--- config.mk ---
export PLATFORM = sky130hd
export DESIGN_NAME = sas_div_pipe
export DESIGN_NICKNAME = d
export VERILOG_FILES = /design/src/rtl/sas_div_pipe.sv
export SDC_FILE = /design/constraint.sdc
export NUM_CORES = 2
export LEC_CHECK = 0
export BUFFER_PORTS_ARGS = -buffer_cell sky130_fd_sc_hd__buf_4
export CAP_MARGIN = 20
export CORE_MARGIN = 1
export CORE_UTILIZATION = 58
export CTS_CLUSTER_DIAMETER = 120
export DETAILED_ROUTE_END_ITERATION = 16
export PLACE_DENSITY = 0.74
export SETUP_SLACK_MARGIN = 0.05
export SYNTH_ARGS = -nofsm -noshare
export SYNTH_HDL_FRONTEND = slang
export SYNTH_SLANG_ARGS = --single-unit
--- constraint.sdc ---
create_clock -name clk -period 4.2 [get_ports clk]
set_input_delay 0 -clock clk [delete_from_list [all_inputs] [get_ports clk]]
set_output_delay 0 -clock clk [all_outputs]
set_load 0.02 [all_outputs]
--- src/rtl/sas_div_pipe.sv ---
// ----------------------------------------------------------------------------
// sas_div_pipe
// pipelined restoring divider, one quotient bit per stage
// ----------------------------------------------------------------------------
module sas_div_pipe #(
    parameter int DEN_W = 31,
    parameter int Q_W   = 31
) (
    input  logic                   clk,
    input  logic                   en,
    input  logic [DEN_W+Q_W-1:0]   num,   // num >> Q_W must be below den
    input  logic [DEN_W-1:0]       den,
    output logic [Q_W-1:0]         quot
);
    localparam int W = DEN_W + Q_W;

    // work word: partial remainder on top, dividend bits / quotient bits below
    logic [W-1:0]     work_reg [Q_W+1];
    logic [DEN_W-1:0] den_reg  [Q_W+1];
    logic [W-1:0]     work_next[Q_W+1];

    assign work_next[0] = num;

    for (genvar k = 1; k <= Q_W; k++) begin : g_step
        logic [W:0]     sh;
        logic [DEN_W:0] hi;
        logic [DEN_W:0] dif;
        assign sh  = {work_reg[k-1], 1'b0};
        assign hi  = sh[W:Q_W];
        assign dif = hi - {1'b0, den_reg[k-1]};
        assign work_next[k] = (hi >= {1'b0, den_reg[k-1]})
                            ? {dif[DEN_W-1:0], sh[Q_W-1:1], 1'b1}
                            : {hi[DEN_W-1:0],  sh[Q_W-1:1], 1'b0};
    end

    always_ff @(posedge clk)
    begin
        if (en)
        begin
            for (int k = 0; k <= Q_W; k++)
            begin
                work_reg[k] <= work_next[k];
                den_reg[k]  <= (k == 0) ? den : den_reg[(k == 0) ? 0 : k-1];
            end
        end
    end

    assign quot = work_reg[Q_W][Q_W-1:0];

endmodule

* Word-level counts from Yosys, hierarchy flattened
Memories as Yosys holds them, arrays and structs flattened. Cells that the tools add are included.
Word-level totals: memories kept 2, memory bits (writable) 2976, register bits 0, logic and storage cells 97, bits of input ports 95
Cells by class: multiplexer cells 33, $add $sub $neg 31, order comparisons 31
Memory list:
- work_reg | depth 32, bits a word 62, rd ports 32, clocked after Yosys merged registers in 0, wr ports 32, RTL line 18 | logic [W-1:0] work_reg [Q_W+1];
- den_reg | depth 32, bits a word 31, rd ports 31, clocked after Yosys merged registers in 0, wr ports 32, RTL line 19 | logic [DEN_W-1:0] den_reg [Q_W+1];
Operators with widths (number):
- two-way mux 62 bit | 31
- greater-or-equal comparator 32 x 31 -> 1 bit | 31
- subtractor 31 bit | 31
- two-way mux 1 bit | 2

* Depth between registers and ports, before layout
An unclocked memory read counts as a cell.
depth in word-level cells 3, depth in mapped cells 16

* Worst setup path after synthesis
Ideal clock, no wire load.
path kind register to register, from memory den_reg[14][0], in the netlist den_reg[1][186], to memory work_reg[0][984] (netlist bit) (data pin), arrival time 3.170 ns, setup slack 0.770 ns, data required time 3.940 ns, buffers on the path 1, stages on the path, launching flop included 15, period minus slack after synthesis 3.430 ns, path through edfxtp_1 -> ha_1 -> fa_1 -> nor2b_1 -> o31a_1 -> nor4_2 -> o31ai_1 -> nand3_1 -> nand2_1 -> a31oi_1 -> o41ai_1 -> a221oi_1 -> o31ai_2 -> buf_2 -> mux2_2
RTL lines (RTL line):
- start: declaration | 19
- end: declaration | 18

==> run summary <==
Max FFs per register = 1953
Worst Hold Class = in -> reg
Syn_area_per_cell = 12.3 sq um
Syn_nets = 13039
Synth warn = 0
Total Power = 129 mW
CORE AREA = 252000 sq um
Drt wl/cell = 20.5 um
Fill count = 18525
Startpoint types = flop
Leakage = 66.9 nW
P&R area growth vs syn = 12.4%
Placed cells = 15336
CP startpoint = den_reg[0][156]
Clock sinks = 2914
CTS tree = yes
Largest cells by area after synthesis = edfxtp_1, ha_1, inv_1, a21oi_1, xnor2_1
Number of global-route vias before repair = 92718
FP Rows = 184
Die H = 506 um
First-pass GRT wire length = 514000 um
Gpl congestion = 0.937
Most Crowded Layer GR = met2
Final worst slack = 0.191 ns
Vias = 93996
Reg2Reg Depth = 13
Synthesized cell area = 147000 sq um
Routed WL = 330000 um
Number of port buffers = 125
Sequential cell area = 87500 sq um
Share of cells above drive strength 1 = 9.40%
Grt total ovfl = 0
Max-cap violation count = 0
Initial Util = 58.4%
DRT Pass-1 Iters = 6
Fin crit period = 4.01 ns
FF+latch count, synth = 2914
Initial DRC Count = 7580
Max_slew headroom = 37.4%
Max clock buf depth = 4
Worst-path clk slew = 0.06 ns
Footprint of the multi-input gates = 54300 sq um
Slew Limit Fails = 0
Pin count of the biggest net entering global routing = 158
GR Layer Usage met2 = 45.0%
Pwr dens = 778 nW/um^2
Hold Fails Final Rpt = 0
DP HPWL = 240000 um
CTS root buffer = clkbuf_16
Clk_skew = 0.0857 ns
Post-layout util = 65.7%
Fmax = 249 MHz
Post-Synthesis Cells = 11953
Top Ports = 126
Final Cycle Share = 95.4%
Post-synth EDFFs = 2914
Top_reg_cell synth = edfxtp_1
Initial antenna violation count = 9
Total CTS buffers = 324
Status = finished clean
Setup crit end = work_reg[0][432]
Req. time, crit path = 4.88 ns
Crit path max fanout = 3
Final instance area = 165000 sq um
Final nets = 13593
Die Wd = 506 um
Critical path class = reg -> reg
Total Routing Usage GR = 25.5%
Worst flop-to-flop path startpoint = den_reg[0][156]
CP endpoint kind = flop
Yosys top cell area share = 59.5%
Dominant cell type by area after synthesis = edfxtp_1
Hold WS = 0.208 ns
GR met1 Demand/Resource = 32.4%
Cell Area, Placed = 153000 sq um
Pre-CTS WS = -0.152 ns
Via density = 5.84
Setup TNS = 0 ns
Worst-Margin Slew = 0.938 ns
Register-to-register setup slack = 0.19 ns
Met3 Use GR = 2.66%
Clk_lat worst skew = 0.97 ns
Htree depth = 5
Residual DRC count = 0
RSZ-0062 raised after global routing = no
Synth cell types = 100
Worst R2R End = work_reg[0][432]
Routed Antenna Nets = 0
CP arrival = 4.69 ns
Die Area = 256000 sq um
Post-synth ARST share = 0%
Final setup violating endpoints = 0
Sequential element share of the synthesized area = 59.5%
VDD IR max = 0.000506 V
Non-filler cells in the finished layout = 16089
[power by group]
part / internal, mW / switching (mW)
registers: 41.9 / 4.76
logic: 23.8 / 30.5
clock network: 16.3 / 11.2
[kinds of logic after synthesis]
logic type	Yosys count	share of synthesized area, %
buffers and inverters	1465	3.81
multiplexers	403	3.05
AO/OA/AOI/OAI	2999	12.7
adder cells (fa/ha/maj)	991	8.58
AND/OR/NAND/NOR	2385	7.65
flip-flops	2914	59.5
XOR/XNOR	796	4.74
[cell type report]
class / count / area share [%]
clock inverter: 179 / 1.13
antenna: 2 / 0.00303
sequential: 2914 / 52.9
clock buffer: 379 / 5.05
tap: 3348 / 2.53
inverter: 1217 / 2.76
timing repair buffer: 475 / 2.76
multi-input combinational: 7575 / 32.8
[worst min-delay path by stage]
stage	from	to	slack, ns	cells after the start
detailed placement	num[34]	work_reg[0][34]	0.18	1
floorplan	den[0]	den_reg[0][0]	0.1	0
CTS	en	work_reg[0][20]	0.19	2
finish	en	work_reg[0][20]	0.21	2
global placement	num[54]	work_reg[0][54]	0.18	1
global route	en	work_reg[0][20]	0.20	2
[cell usage after synthesis (30+ instances only)]
master and n:
inv_1 1215, o21ai_0 812, o21ai_1 35, a21oi_1 863, edfxtp_1 2914, o21bai_1 103, fa_1 30, nor3_1 135
mux2_2 341, nor2_1 563, clkbuf_1 185, xnor2_1 472, nor2b_1 148, a21boi_0 34, nand2_1 835, nand4_1 150
a31oi_1 104, and3_1 88, xor2_1 324, a211oi_1 59, o31ai_1 68, or3_1 30, and2_1 31, buf_2 41
mux2i_1 35, ha_1 961, nand3_1 142, a21o_1 507, o21a_1 95, nand2b_1 123
[cells in the final DEF, fill, tap and decap left out, types with 326 or more instances in the layout]
cell type / n
edfxtp_1: 2914
inv_1: 1215
ha_1: 961
a21oi_1: 856
nand2_1: 835
o21ai_0: 811
nor2_1: 563
a21o_1: 507
xnor2_1: 472
mux2_2: 341
clkbuf_16: 326
[worst max-delay path: stages, from the launching register on]
cell       delay, ns
edfxtp_1        0.65
inv_1           0.10
ha_1            0.30
nor2b_1         0.17
o2111ai_1       0.13
and4_1          0.25
o41ai_1         0.59
nor3_1          0.16
o31ai_1         0.51
nor4b_1         0.12
nor2_1          0.24
a311oi_1        0.16
xnor2_1         0.15
mux2_2          0.27
[what timing repair did]
item,in CTS,in global routing
hold buffers,187,0
cloned,0,1
endpoints found under the hold margin,489,0
setup endpoints to repair,3,216
pin swaps,0,1
resized for setup,3,17
setup buffers,0,5
[layer usage]
| metal | share of wire, % | wire length [um] |
|---|---|---|
| met4 | 4.0 | 13100 |
| met3 | 4.1 | 13600 |
| met2 | 50 | 166000 |
| met5 | 0 | 0 |
| met1 | 42 | 137000 |
Note: power is estimated with default switching activity, not from simulation.
